--- config.mk ---
export PLATFORM = sky130hd
export DESIGN_NAME = rect_disc_fill_scanner
export DESIGN_NICKNAME = d
export VERILOG_FILES = /design/src/rtl/rdfs_pkg.sv /design/src/rtl/rdfs_pixel_pipe.sv /design/src/rtl/rect_disc_fill_scanner.sv
export SDC_FILE = /design/constraint.sdc
export NUM_CORES = 2
export LEC_CHECK = 0
export ABC_AREA = 1
export BUFFER_PORTS_ARGS = -buffer_cell sky130_fd_sc_hd__buf_2
export CAP_MARGIN = 25
export CORE_MARGIN = 10
export CORE_UTILIZATION = 25
export CTS_CLUSTER_DIAMETER = 60
export DETAILED_ROUTE_END_ITERATION = 12
export GPL_TIMING_DRIVEN = 0
export PLACE_DENSITY = 0.49
export SYNTH_ARGS = -nofsm -noshare
export SYNTH_HDL_FRONTEND = slang
export SYNTH_SLANG_ARGS = --single-unit
export TNS_END_PERCENT = 1
--- constraint.sdc ---
create_clock -name i_clk -period 14.1 [get_ports i_clk]
set_clock_uncertainty 0.1 [all_clocks]
set_input_delay 2.115 -clock i_clk [delete_from_list [all_inputs] [get_ports i_clk]]
set_output_delay 2.115 -clock i_clk [all_outputs]
set_load 0.02 [all_outputs]
--- src/rtl/rdfs_pkg.sv ---
// Shared types, constants and helpers for the rectangle and disc fill scanner.
package rdfs_pkg;

    localparam int DIM_W   = 12;
    localparam int COORD_W = 13;
    localparam int RAD_W   = 11;
    localparam int RSQ_W   = 22;
    localparam int OFF_W   = 23;
    localparam int COLOR_W = 32;
    localparam int SQ_W    = 26;

    localparam logic [DIM_W-1:0] MAX_SIDE     = 12'd2048;
    localparam logic [DIM_W-1:0] WIDTH_RESET  = 12'd640;
    localparam logic [DIM_W-1:0] HEIGHT_RESET = 12'd480;

    typedef enum logic [1:0] {
        ACT_TICK = 2'd0,
        ACT_RECT = 2'd1,
        ACT_DISC = 2'd2
    } t_action;

    typedef enum logic {
        CFG_FRAME_WIDTH  = 1'b0,
        CFG_FRAME_HEIGHT = 1'b1
    } t_cfg_index;

    // One scan position handed from the scan control to the pixel pipeline.
    typedef struct packed {
        logic                      valid;
        logic                      empty;
        logic                      disc;
        logic                      last;
        logic [DIM_W-1:0]          col;
        logic [DIM_W-1:0]          row;
        logic signed [COORD_W-1:0] cx;
        logic signed [COORD_W-1:0] cy;
        logic [RSQ_W-1:0]          rsq;
        logic [COLOR_W-1:0]        color;
    } t_scan_req;

    // Clamp a signed coordinate to [0, hi].
    function automatic logic [DIM_W-1:0] clip_coord(input logic signed [COORD_W:0] v,
                                                    input logic [DIM_W-1:0] hi);
        logic [DIM_W-1:0] res;
        res = v[DIM_W-1:0];
        if (v < 0) begin
            res = '0;
        end else if (v > $signed({2'b00, hi})) begin
            res = hi;
        end
        return res;
    endfunction

endpackage

--- src/rtl/rdfs_pixel_pipe.sv ---
// Two-stage pixel pipeline: offset and squared distances, then disc test and result register.
module rdfs_pixel_pipe (
    input  logic                           i_clk,
    input  logic                           i_rst_n,
    input  rdfs_pkg::t_scan_req            i_req,
    input  logic [rdfs_pkg::DIM_W-1:0]     i_frame_width,
    input  logic                           i_out_stall,
    output logic                           o_hold,
    output logic                           o_out_valid,
    output logic [rdfs_pkg::DIM_W-1:0]     o_pixel_x,
    output logic [rdfs_pkg::DIM_W-1:0]     o_pixel_y,
    output logic [rdfs_pkg::OFF_W-1:0]     o_pixel_offset,
    output logic [rdfs_pkg::COLOR_W-1:0]   o_pixel_color,
    output logic                           o_write_enable,
    output logic                           o_last
);

    logic                               r_a_valid;
    logic                               r_a_keep;
    logic                               r_a_disc;
    logic                               r_a_last;
    logic [rdfs_pkg::DIM_W-1:0]         r_a_x;
    logic [rdfs_pkg::DIM_W-1:0]         r_a_y;
    logic [rdfs_pkg::OFF_W-1:0]         r_a_off;
    logic [rdfs_pkg::COLOR_W-1:0]       r_a_color;
    logic [rdfs_pkg::SQ_W-1:0]          r_a_dx2;
    logic [rdfs_pkg::SQ_W-1:0]          r_a_dy2;
    logic [rdfs_pkg::RSQ_W-1:0]         r_a_rsq;

    logic                               r_o_valid;
    logic [rdfs_pkg::DIM_W-1:0]         r_o_x;
    logic [rdfs_pkg::DIM_W-1:0]         r_o_y;
    logic [rdfs_pkg::OFF_W-1:0]         r_o_off;
    logic [rdfs_pkg::COLOR_W-1:0]       r_o_color;
    logic                               r_o_we;
    logic                               r_o_last;

    logic                               advance;
    logic signed [rdfs_pkg::COORD_W:0]  dx;
    logic signed [rdfs_pkg::COORD_W:0]  dy;
    logic signed [2*rdfs_pkg::COORD_W+1:0] dx2_full;
    logic signed [2*rdfs_pkg::COORD_W+1:0] dy2_full;
    logic [2*rdfs_pkg::DIM_W-1:0]       off_full;
    logic [rdfs_pkg::SQ_W:0]            dist_sum;
    logic                               in_circle;

    assign advance = !r_o_valid || !i_out_stall;
    assign o_hold  = r_a_valid && !advance;

    always_comb begin
        dx       = $signed({2'b00, i_req.col}) - $signed({i_req.cx[rdfs_pkg::COORD_W-1], i_req.cx});
        dy       = $signed({2'b00, i_req.row}) - $signed({i_req.cy[rdfs_pkg::COORD_W-1], i_req.cy});
        dx2_full = $signed({{(rdfs_pkg::COORD_W+1){dx[rdfs_pkg::COORD_W]}}, dx}) *
                   $signed({{(rdfs_pkg::COORD_W+1){dx[rdfs_pkg::COORD_W]}}, dx});
        dy2_full = $signed({{(rdfs_pkg::COORD_W+1){dy[rdfs_pkg::COORD_W]}}, dy}) *
                   $signed({{(rdfs_pkg::COORD_W+1){dy[rdfs_pkg::COORD_W]}}, dy});
        off_full = ({{rdfs_pkg::DIM_W{1'b0}}, i_req.row} *
                    {{rdfs_pkg::DIM_W{1'b0}}, i_frame_width}) +
                   {{rdfs_pkg::DIM_W{1'b0}}, i_req.col};
        dist_sum = {1'b0, r_a_dx2} + {1'b0, r_a_dy2};
        in_circle = dist_sum <= {{(rdfs_pkg::SQ_W+1-rdfs_pkg::RSQ_W){1'b0}}, r_a_rsq};
    end

    // Stage A: products of the current scan position.
    always_ff @(posedge i_clk) begin
        if (!i_rst_n) begin
            r_a_valid <= 1'b0;
        end else if (i_req.valid) begin
            r_a_valid <= 1'b1;
        end else if (advance) begin
            r_a_valid <= 1'b0;
        end
    end

    always_ff @(posedge i_clk) begin
        if (i_req.valid) begin
            r_a_keep  <= !i_req.empty;
            r_a_disc  <= i_req.disc;
            r_a_last  <= i_req.empty || i_req.last;
            r_a_x     <= i_req.empty ? '0 : i_req.col;
            r_a_y     <= i_req.empty ? '0 : i_req.row;
            r_a_off   <= i_req.empty ? '0 : off_full[rdfs_pkg::OFF_W-1:0];
            r_a_color <= i_req.empty ? '0 : i_req.color;
            r_a_dx2   <= dx2_full[rdfs_pkg::SQ_W-1:0];
            r_a_dy2   <= dy2_full[rdfs_pkg::SQ_W-1:0];
            r_a_rsq   <= i_req.rsq;
        end
    end

    // Result register: disc test and hold under stall.
    always_ff @(posedge i_clk) begin
        if (!i_rst_n) begin
            r_o_valid <= 1'b0;
        end else if (advance) begin
            r_o_valid <= r_a_valid;
        end
    end

    always_ff @(posedge i_clk) begin
        if (advance && r_a_valid) begin
            r_o_x     <= r_a_x;
            r_o_y     <= r_a_y;
            r_o_off   <= r_a_off;
            r_o_color <= r_a_color;
            r_o_we    <= r_a_keep && (!r_a_disc || in_circle);
            r_o_last  <= r_a_last;
        end
    end

    assign o_out_valid    = r_o_valid;
    assign o_pixel_x      = r_o_x;
    assign o_pixel_y      = r_o_y;
    assign o_pixel_offset = r_o_off;
    assign o_pixel_color  = r_o_color;
    assign o_write_enable = r_o_we;
    assign o_last         = r_o_last;

    a_req_fills_stage: assert property (@(posedge i_clk) disable iff (!i_rst_n)
        i_req.valid |=> r_a_valid)
        else $error("scan request did not reach stage A");

    a_hold_needs_full_out: assert property (@(posedge i_clk) disable iff (!i_rst_n)
        o_hold |-> (r_o_valid && i_out_stall && r_a_valid))
        else $error("hold raised without a stalled result");

    a_drain_empties: assert property (@(posedge i_clk) disable iff (!i_rst_n)
        (r_o_valid && !i_out_stall && !r_a_valid) |=> !r_o_valid)
        else $error("result repeated after being taken");

endmodule

--- src/rtl/rect_disc_fill_scanner.sv ---
// Top level of the rectangle and disc fill scanner: configuration, scan control and handshakes.
// A start request (rectangle or disc) loads a clipped bounding box and produces no result; each
// tick request while a primitive is loaded produces one scan position in row-major order, or
// one closing result with nothing written for an empty box. One request is taken per clock and
// one result delivered per clock while no stall holds them. The edge that accepts a tick loads
// the first pipeline register (squared distances and offset); the result register then takes
// it with the disc test. The input stalls only when both pipeline registers are full and the
// output is stalled. Configuration writes are always ready and saturate values above 2048.
module rect_disc_fill_scanner (
    input  logic                               i_clk,
    input  logic                               i_rst_n,
    input  logic                               i_in_valid,
    output logic                               o_in_stall,
    input  logic [1:0]                         i_action,
    input  logic signed [rdfs_pkg::COORD_W-1:0] i_first_x,
    input  logic signed [rdfs_pkg::COORD_W-1:0] i_first_y,
    input  logic signed [rdfs_pkg::COORD_W-1:0] i_second_x,
    input  logic signed [rdfs_pkg::COORD_W-1:0] i_second_y,
    input  logic [rdfs_pkg::RAD_W-1:0]         i_radius,
    input  logic [rdfs_pkg::COLOR_W-1:0]       i_fill_color,
    output logic                               o_out_valid,
    input  logic                               i_out_stall,
    output logic [rdfs_pkg::DIM_W-1:0]         o_pixel_x,
    output logic [rdfs_pkg::DIM_W-1:0]         o_pixel_y,
    output logic [rdfs_pkg::OFF_W-1:0]         o_pixel_offset,
    output logic [rdfs_pkg::COLOR_W-1:0]       o_pixel_color,
    output logic                               o_write_enable,
    output logic                               o_last,
    input  logic                               i_cfg_valid,
    output logic                               o_cfg_ready,
    input  logic                               i_cfg_index,
    input  logic [rdfs_pkg::DIM_W-1:0]         i_cfg_data
);

    logic [rdfs_pkg::DIM_W-1:0]         r_frame_width;
    logic [rdfs_pkg::DIM_W-1:0]         r_frame_height;

    logic                               r_busy;
    logic                               r_disc;
    logic [rdfs_pkg::DIM_W-1:0]         r_scan_col;
    logic [rdfs_pkg::DIM_W-1:0]         r_scan_row;
    logic [rdfs_pkg::DIM_W-1:0]         r_row_start_col;
    logic [rdfs_pkg::DIM_W-1:0]         r_end_col;
    logic [rdfs_pkg::DIM_W-1:0]         r_end_row;
    logic signed [rdfs_pkg::COORD_W-1:0] r_centre_x;
    logic signed [rdfs_pkg::COORD_W-1:0] r_centre_y;
    logic [rdfs_pkg::RSQ_W-1:0]         r_rsq;
    logic [rdfs_pkg::COLOR_W-1:0]       r_color;

    logic                               hold;
    logic                               accept;
    logic                               tick_go;
    logic                               box_empty;
    logic                               col_wrap;
    logic                               row_done;
    logic [rdfs_pkg::DIM_W:0]           col_inc;
    logic [rdfs_pkg::DIM_W:0]           row_inc;
    logic [rdfs_pkg::DIM_W-1:0]         cfg_sat;
    logic signed [rdfs_pkg::COORD_W:0]  ax;
    logic signed [rdfs_pkg::COORD_W:0]  ay;
    logic signed [rdfs_pkg::COORD_W:0]  bx;
    logic signed [rdfs_pkg::COORD_W:0]  by;
    logic [rdfs_pkg::DIM_W-1:0]         n_x0;
    logic [rdfs_pkg::DIM_W-1:0]         n_x1;
    logic [rdfs_pkg::DIM_W-1:0]         n_y0;
    logic [rdfs_pkg::DIM_W-1:0]         n_y1;
    logic [2*rdfs_pkg::RAD_W-1:0]       rsq_full;
    rdfs_pkg::t_scan_req                req;

    assign o_cfg_ready = 1'b1;
    assign o_in_stall  = hold;
    assign accept      = i_in_valid && !hold;
    assign tick_go     = accept && (i_action == rdfs_pkg::ACT_TICK) && r_busy;

    always_comb begin
        cfg_sat = (i_cfg_data > rdfs_pkg::MAX_SIDE) ? rdfs_pkg::MAX_SIDE : i_cfg_data;
    end

    always_ff @(posedge i_clk) begin
        if (!i_rst_n) begin
            r_frame_width  <= rdfs_pkg::WIDTH_RESET;
            r_frame_height <= rdfs_pkg::HEIGHT_RESET;
        end else if (i_cfg_valid) begin
            unique case (i_cfg_index)
                rdfs_pkg::CFG_FRAME_WIDTH:  r_frame_width  <= cfg_sat;
                rdfs_pkg::CFG_FRAME_HEIGHT: r_frame_height <= cfg_sat;
                default: ;
            endcase
        end
    end

    // Box corners for a start request; a disc spans centre minus and plus radius.
    always_comb begin
        rsq_full = {{rdfs_pkg::RAD_W{1'b0}}, i_radius} * {{rdfs_pkg::RAD_W{1'b0}}, i_radius};
        if (i_action == rdfs_pkg::ACT_DISC) begin
            ax = $signed({i_first_x[rdfs_pkg::COORD_W-1], i_first_x}) -
                 $signed({3'b000, i_radius});
            ay = $signed({i_first_y[rdfs_pkg::COORD_W-1], i_first_y}) -
                 $signed({3'b000, i_radius});
            bx = $signed({i_first_x[rdfs_pkg::COORD_W-1], i_first_x}) +
                 $signed({3'b000, i_radius});
            by = $signed({i_first_y[rdfs_pkg::COORD_W-1], i_first_y}) +
                 $signed({3'b000, i_radius});
        end else begin
            ax = {i_first_x[rdfs_pkg::COORD_W-1], i_first_x};
            ay = {i_first_y[rdfs_pkg::COORD_W-1], i_first_y};
            bx = {i_second_x[rdfs_pkg::COORD_W-1], i_second_x};
            by = {i_second_y[rdfs_pkg::COORD_W-1], i_second_y};
        end
        n_x0 = rdfs_pkg::clip_coord(ax, r_frame_width);
        n_x1 = rdfs_pkg::clip_coord(bx, r_frame_width);
        n_y0 = rdfs_pkg::clip_coord(ay, r_frame_height);
        n_y1 = rdfs_pkg::clip_coord(by, r_frame_height);
    end

    always_comb begin
        col_inc   = {1'b0, r_scan_col} + 1'b1;
        row_inc   = {1'b0, r_scan_row} + 1'b1;
        box_empty = (r_scan_col >= r_end_col) || (r_scan_row >= r_end_row);
        col_wrap  = col_inc >= {1'b0, r_end_col};
        row_done  = row_inc >= {1'b0, r_end_row};

        req.valid = tick_go;
        req.empty = box_empty;
        req.disc  = r_disc;
        req.last  = col_wrap && row_done;
        req.col   = r_scan_col;
        req.row   = r_scan_row;
        req.cx    = r_centre_x;
        req.cy    = r_centre_y;
        req.rsq   = r_rsq;
        req.color = r_color;
    end

    always_ff @(posedge i_clk) begin
        if (!i_rst_n) begin
            r_busy          <= 1'b0;
            r_disc          <= 1'b0;
            r_scan_col      <= '0;
            r_scan_row      <= '0;
            r_row_start_col <= '0;
            r_end_col       <= '0;
            r_end_row       <= '0;
            r_centre_x      <= '0;
            r_centre_y      <= '0;
            r_rsq           <= '0;
            r_color         <= '0;
        end else if (accept) begin
            case (i_action)
                rdfs_pkg::ACT_RECT, rdfs_pkg::ACT_DISC: begin
                    r_busy          <= 1'b1;
                    r_disc          <= (i_action == rdfs_pkg::ACT_DISC);
                    r_color         <= i_fill_color;
                    r_scan_col      <= n_x0;
                    r_row_start_col <= n_x0;
                    r_scan_row      <= n_y0;
                    r_end_col       <= n_x1;
                    r_end_row       <= n_y1;
                    if (i_action == rdfs_pkg::ACT_DISC) begin
                        r_centre_x <= i_first_x;
                        r_centre_y <= i_first_y;
                        r_rsq      <= rsq_full[rdfs_pkg::RSQ_W-1:0];
                    end
                end
                rdfs_pkg::ACT_TICK: begin
                    if (r_busy) begin
                        if (box_empty || (col_wrap && row_done)) begin
                            r_busy <= 1'b0;
                        end else if (col_wrap) begin
                            r_scan_col <= r_row_start_col;
                            r_scan_row <= row_inc[rdfs_pkg::DIM_W-1:0];
                        end else begin
                            r_scan_col <= col_inc[rdfs_pkg::DIM_W-1:0];
                        end
                    end
                end
                default: ;
            endcase
        end
    end

    rdfs_pixel_pipe u_pipe (
        .i_clk          (i_clk),
        .i_rst_n        (i_rst_n),
        .i_req          (req),
        .i_frame_width  (r_frame_width),
        .i_out_stall    (i_out_stall),
        .o_hold         (hold),
        .o_out_valid    (o_out_valid),
        .o_pixel_x      (o_pixel_x),
        .o_pixel_y      (o_pixel_y),
        .o_pixel_offset (o_pixel_offset),
        .o_pixel_color  (o_pixel_color),
        .o_write_enable (o_write_enable),
        .o_last         (o_last)
    );

    a_col_not_before_start: assert property (@(posedge i_clk) disable iff (!i_rst_n)
        r_busy |-> (r_scan_col >= r_row_start_col))
        else $error("scan column fell before row start");

    a_empty_tick_ends: assert property (@(posedge i_clk) disable iff (!i_rst_n)
        (tick_go && box_empty) |=> !r_busy)
        else $error("empty box did not end the scan");

    a_last_tick_ends: assert property (@(posedge i_clk) disable iff (!i_rst_n)
        (tick_go && req.last) |=> !r_busy)
        else $error("final position did not end the scan");

    a_cfg_saturates: assert property (@(posedge i_clk) disable iff (!i_rst_n)
        i_cfg_valid |=> (r_frame_width <= rdfs_pkg::MAX_SIDE) &&
                        (r_frame_height <= rdfs_pkg::MAX_SIDE))
        else $error("frame size above limit");

endmodule

After elaboration in Yosys (flattened, before gate mapping)
Index checks and enable logic that the tools add are counted.
{"block": "totals", "in_bits": 115, "output_inout_bits": 84, "regBits": 405, "wordCells": 119}
{"block": "op_classes", "reduce_logical": 28, "eq_ne": 5, "n_lt_le_gt_ge": 14, "n_addsub": 10, "bitwise_logic": 1, "n_mul": 4, "n_mux": 26}
{"operator": "$mux W12", "count": 15}
{"operator": "$gt A14 B13 Y1", "count": 4}
{"operator": "$lt A14 B1 Y1 const B", "count": 4}
{"operator": "$mux W14", "count": 4}
{"operator": "$mul A14 B14 Y26", "count": 2}
{"operator": "$pmux W12 S2", "count": 2}
{"operator": "$add A13 B12 Y14", "count": 2}
{"operator": "$sub A13 B12 Y14", "count": 2}
{"operator": "$sub A13 B13 Y14", "count": 2}
{"operator": "$add A26 B26 Y27", "count": 1}
{"operator": "$le A27 B22 Y1", "count": 1}
{"operator": "$add A12 B1 Y13 const B", "count": 2}
{"operator": "$ge A13 B12 Y1", "count": 2}
{"operator": "$ge A12 B12 Y1", "count": 2}
{"operator": "$add A23 B12 Y23", "count": 1}
{"operator": "$mul A12 B12 Y23", "count": 1}
{"operator": "$mul A11 B11 Y22", "count": 1}
{"operator": "$gt A12 B12 Y1 const B", "count": 1}
{"operator": "$reduce_and A2 Y1", "count": 4}
{"operator": "$logic_and A1 B1 Y1", "count": 7}
{"operator": "$logic_not A1 Y1", "count": 6}
{"operator": "$ne A2 B2 Y1 const B", "count": 3}
{"operator": "$reduce_and A5 Y1", "count": 1}
{"operator": "$logic_or A1 B1 Y1", "count": 4}
{"operator": "other kinds (10)", "count": 14}

Longest topological paths before layout
{"block": "logic_depth", "depth_word": 9, "ltp_mapped": 37}

By module
From an unflattened synthesis, not the netlist that was laid out.
{"block": "hier_totals", "cells_unflattened": 5583, "area_unflattened_um2": 45049.5}
{"module": "rdfs_pixel_pipe", "cells_per_inst": 3094, "instances": 1, "seq_area_each_um2": 7096.8, "area_each_um2": 28547.4}
{"module": "rect_disc_fill_scanner", "cells_per_inst": 2489, "instances": 1, "seq_area_each_um2": 3303.2, "area_each_um2": 16502.1}

Worst setup path before layout
OpenSTA, ideal clock, no wires.
{"block": "synth_timing", "path_type": "input port to flip-flop", "start": "input port i_action[0]", "end": "register u_pipe.r_a_color[0] (netlist name), enable pin", "t_arrival_ps": 13276, "stages": 5, "t_required_ps": 13145, "setup_ps": 855, "slack_ps": -130, "path_cell_list": "inv_1 ha_1 clkbuf_1 inv_1 nor3_1"}
{"block": "synth_between", "elab_chain_len": 3}
{"item": "from (decl)", "line_no": "rect_disc_fill_scanner.sv:14", "text": "input logic [1:0] i_action,"}
{"item": "$logic_not A2 Y1", "line_no": "rect_disc_fill_scanner.sv:73", "text": "assign tick_go = accept && (i_action == rdfs_pkg::ACT_TICK) && r_busy;"}
{"item": "$logic_and A1 B1 Y1 (2 in series)", "line_no": "rect_disc_fill_scanner.sv:73"}
{"item": "via tick_go", "line_no": "rect_disc_fill_scanner.sv:52", "text": "logic tick_go;"}
{"item": "to (signal assigned)", "line_no": "rdfs_pixel_pipe.sv:83", "text": "r_a_color <= i_req.empty ? '0 : i_req.color;"}
{"item": "to (decl)", "line_no": "rdfs_pixel_pipe.sv:25", "text": "logic [rdfs_pkg::COLOR_W-1:0] r_a_color;"}
The timed path passes the listed nets, and every way through them passes these cells.
A chain may end at the register's enable or synchronous reset.

Worst setup path in the final report
{"block": "layout_timing", "start": "register r_scan_row[0] (netlist name)", "end": "register u_pipe.r_a_dy2[25] (netlist name), data pin"}
{"block": "layout_between", "elab_chain_len": 2}
{"item": "from (decl)", "line_no": "rect_disc_fill_scanner.sv:41", "text": "logic [rdfs_pkg::DIM_W-1:0] r_scan_row;"}
{"item": "from (signal assigned)", "line_no": "rect_disc_fill_scanner.sv:156", "text": "r_scan_row <= n_y0;"}
{"item": "from (signal assigned)", "line_no": "rect_disc_fill_scanner.sv:171", "text": "r_scan_row <= row_inc[rdfs_pkg::DIM_W-1:0];"}
{"item": "$sub A13 B13 Y14", "line_no": "rdfs_pixel_pipe.sv:52", "text": "dy = $signed({2'b00, i_req.row}) - $signed({i_req.cy[rdfs_pkg::COORD_W-1], i_req.cy});"}
{"item": "$mul A14 B14 Y26", "line_no": "rdfs_pixel_pipe.sv:55", "text": "dy2_full = $signed({{(rdfs_pkg::COORD_W+1){dy[rdfs_pkg::COORD_W]}}, dy}) *"}
{"item": "via u_pipe.dy2_full, one bit", "line_no": "rdfs_pixel_pipe.sv:42", "text": "logic signed [2*rdfs_pkg::COORD_W+1:0] dy2_full;"}
{"item": "to (signal assigned)", "line_no": "rdfs_pixel_pipe.sv:85", "text": "r_a_dy2 <= dy2_full[rdfs_pkg::SQ_W-1:0];"}
{"item": "to (decl)", "line_no": "rdfs_pixel_pipe.sv:27", "text": "logic [rdfs_pkg::SQ_W-1:0] r_a_dy2;"}
The timed path passes the listed nets, and every way through them passes these cells.

==> results.yml <==
timing:
  period_needed_ns: 9.16
  setup_viol: 0
  fin_crit_sh_pct: 65.0
  final_max_slew_viol_count: 0
  fmax_mhz: 109
  fin_hold_ws_ns: 0.314
  slew_headroom_pct: 35.9
  tightest_slew_ns: 0.962
  hold_viol_final: 0
  grt_setup_unrepaired: "no"
  setup-tns-final_ns: 0
yosys:
  synth_cell_type_count: 61
  netlist_area_um2: 44500
  yosysTopAreaCell: "fa_1"
  synth_edf_count: 234
  ys_seq_area_share_pct: 23.3
  yosysWarnings: 0
  async_flop_share_pct: 0
  syn_inst: 5431
  yosys_register_bits: 401
  synthTopCellsByArea: "fa_1, edfxtp_1, ha_1"
  yosys_most_used_dff: "edfxtp_1"
  synth_top_cell_area_share_pct: 22.5
  synth_area_per_cell_um2: 8.19
drt:
  drt_iter0_drc: 2331
  drc: 0
  vias_per_cell: 4.46
  wl_per_cell_um: 18.0
  vias: 36100
  routed_wl_um: 146000
  ant_nets: 0
  dr.pass1.iters: 5
clocking:
  clockRootBuffer: "clkbuf_16"
  postCtsSetupRepairBufs: 0
  path_clk_slew_ns: 0.06
  clock_sinks: 401
  cts_buffer_depth: 3
  clock_latency_ns: 0.66
  numCtsBuffers: 56
  cts_resized: 0
  cts_hold_buf: 0
  cts_htree_levels: 2
  tritoncts: "built"
worst_setup_path:
  cp_top_family: "adder cells"
  end_kind: "flop"
  cp_max_fo: 10
  path_buf_inv: 8
  cp_slowest_cell: "fa_1"
  worst_path_most_repeated_cell: "inv_1"
  cp-start-kind: "flop"
  crit_type: "flop to flop"
  max_stage_delay_ns: 0.85
  cp_data_required_time_ns: 14.35
  cp_num_cells: 31
  reg2reg_depth: 31
  worstPathArrival_ns: 9.41
min_path:
  min_path_cells: 0
  hold_path.class: "flop to flop"
die:
  pin_count: 199
  die_h_um: 442
  start_util_pct: 25.2
  dieArea_um2: 195000
  die_width_um: 442
  num_rows: 154
  fp.coreArea_um2: 176000
global_routing:
  grt_overflow: 0
  grt_pass1_vias: 36900
  antenna_found_initial: 18
  grt_max_degree: 27
  grt_pass1_wl_um: 224000
  grt_use_total_pct: 14.6
layout:
  final_common_cell: "inv_1"
  area_growth_pct: 14.0
  nets: 6776
  final_cell_mix: "inv_1, nand2_1, fa_1"
  drive_gt1_share_pct: 7.87
run:
  cap_violations: 0
placed_design:
  place_hpwl_um: 123000
  port_buffers: 196
  routabilityCongestion: 0.905
outcome:
  status: "finished clean"
layer usage:
layer	global-route usage, %	vias up	part of all wire [%]
met2	24.7	824	47
met4	4.46	0	3.1
met1	19.6	17600	46
met5	0	-	0
met3	1.57	191	3.8
li1	-	17600	-
layout make-up:
type / instances / area, µm²
multi-input combinational: 3698 / 29000
clock buffer: 66 / 1470
clock inverter: 40 / 450
tap: 2340 / 2930
sequential: 401 / 10400
timing repair buffer: 213 / 1330
fill: 19200 / 126000
buffer: 155 / 676
inverter: 1180 / 4430
antenna: 8 / 20.0
cells in the mapped netlist, types with 19 or more instances:
| cell type | instances |
|---|---|
| o21bai_1 | 32 |
| nor3_1 | 26 |
| nand2_1 | 980 |
| o21ai_0 | 231 |
| a21o_1 | 22 |
| xor2_1 | 124 |
| xnor2_1 | 47 |
| or2_2 | 22 |
| o21a_1 | 20 |
| ha_1 | 457 |
| edfxtp_1 | 234 |
| fa_1 | 499 |
| a21oi_1 | 341 |
| nand4_1 | 47 |
| a31oi_1 | 19 |
| dfxtp_1 | 167 |
| buf_2 | 32 |
| nand3_1 | 234 |
| inv_1 | 1147 |
| clkbuf_1 | 103 |
| o211ai_1 | 19 |
| inv_2 | 30 |
| nor2_1 | 445 |
metrics by stage:
step | area, µm² | utilization (%) | setup WS [ns] | cells
after global placement | 48400 | 27.4 | 0.428 | 7970
after CTS | 50700 | 28.7 | 4.95 | 8092
after detailed placement | 48700 | 27.6 | 4.95 | 7986
final | 50700 | 28.7 | 4.94 | 8101
after global routing | 50700 | 28.7 | 4.47 | 8099
after floorplan | 44500 | - | 4.70 | 5434
state kept, by name, indices dropped and copies added, names as in the netlist, 13 cells and up:
signal,cells
r_centre_x,13
r_centre_y,13
r_color,32
r_rsq,21
u_pipe.o_pixel_color,32
u_pipe.o_pixel_offset,23
u_pipe.r_a_color,32
u_pipe.r_a_dx2,25
u_pipe.r_a_dy2,25
u_pipe.r_a_off,23
u_pipe.r_a_rsq,21
kinds of logic (layout without fill, tap and decap cells):
| group | after synthesis | after routing | synth area share, % |
|---|---|---|---|
| other | 2 | 13 | 0.0169 |
| adders and majority gates | 956 | 956 | 35.3 |
| AOI/OAI and AO/OA | 742 | 742 | 9.24 |
| xor gates and xnor gates | 178 | 178 | 3.62 |
| buffers and inverters | 1335 | 1654 | 11.5 |
| and+or+nand+nor | 1817 | 1817 | 17.0 |
| DFF | 401 | 401 | 23.3 |
path summary, 6_finish.rpt:
path                                   startpoint                  endpoint  slack, ns
worst max-delay path                r_scan_row[0]        u_pipe.r_a_dy2[25]       4.94
worst min-delay path            u_pipe.r_a_off[5]  u_pipe.o_pixel_offset[5]       0.31
worst max register to register      r_scan_row[0]        u_pipe.r_a_dy2[25]       4.94
worst min register to register  u_pipe.r_a_off[5]  u_pipe.o_pixel_offset[5]       0.31
Power is left out: the tool's default activity adds up to more than one toggle a clock period on the data nets, which glitch-free logic cannot reach.
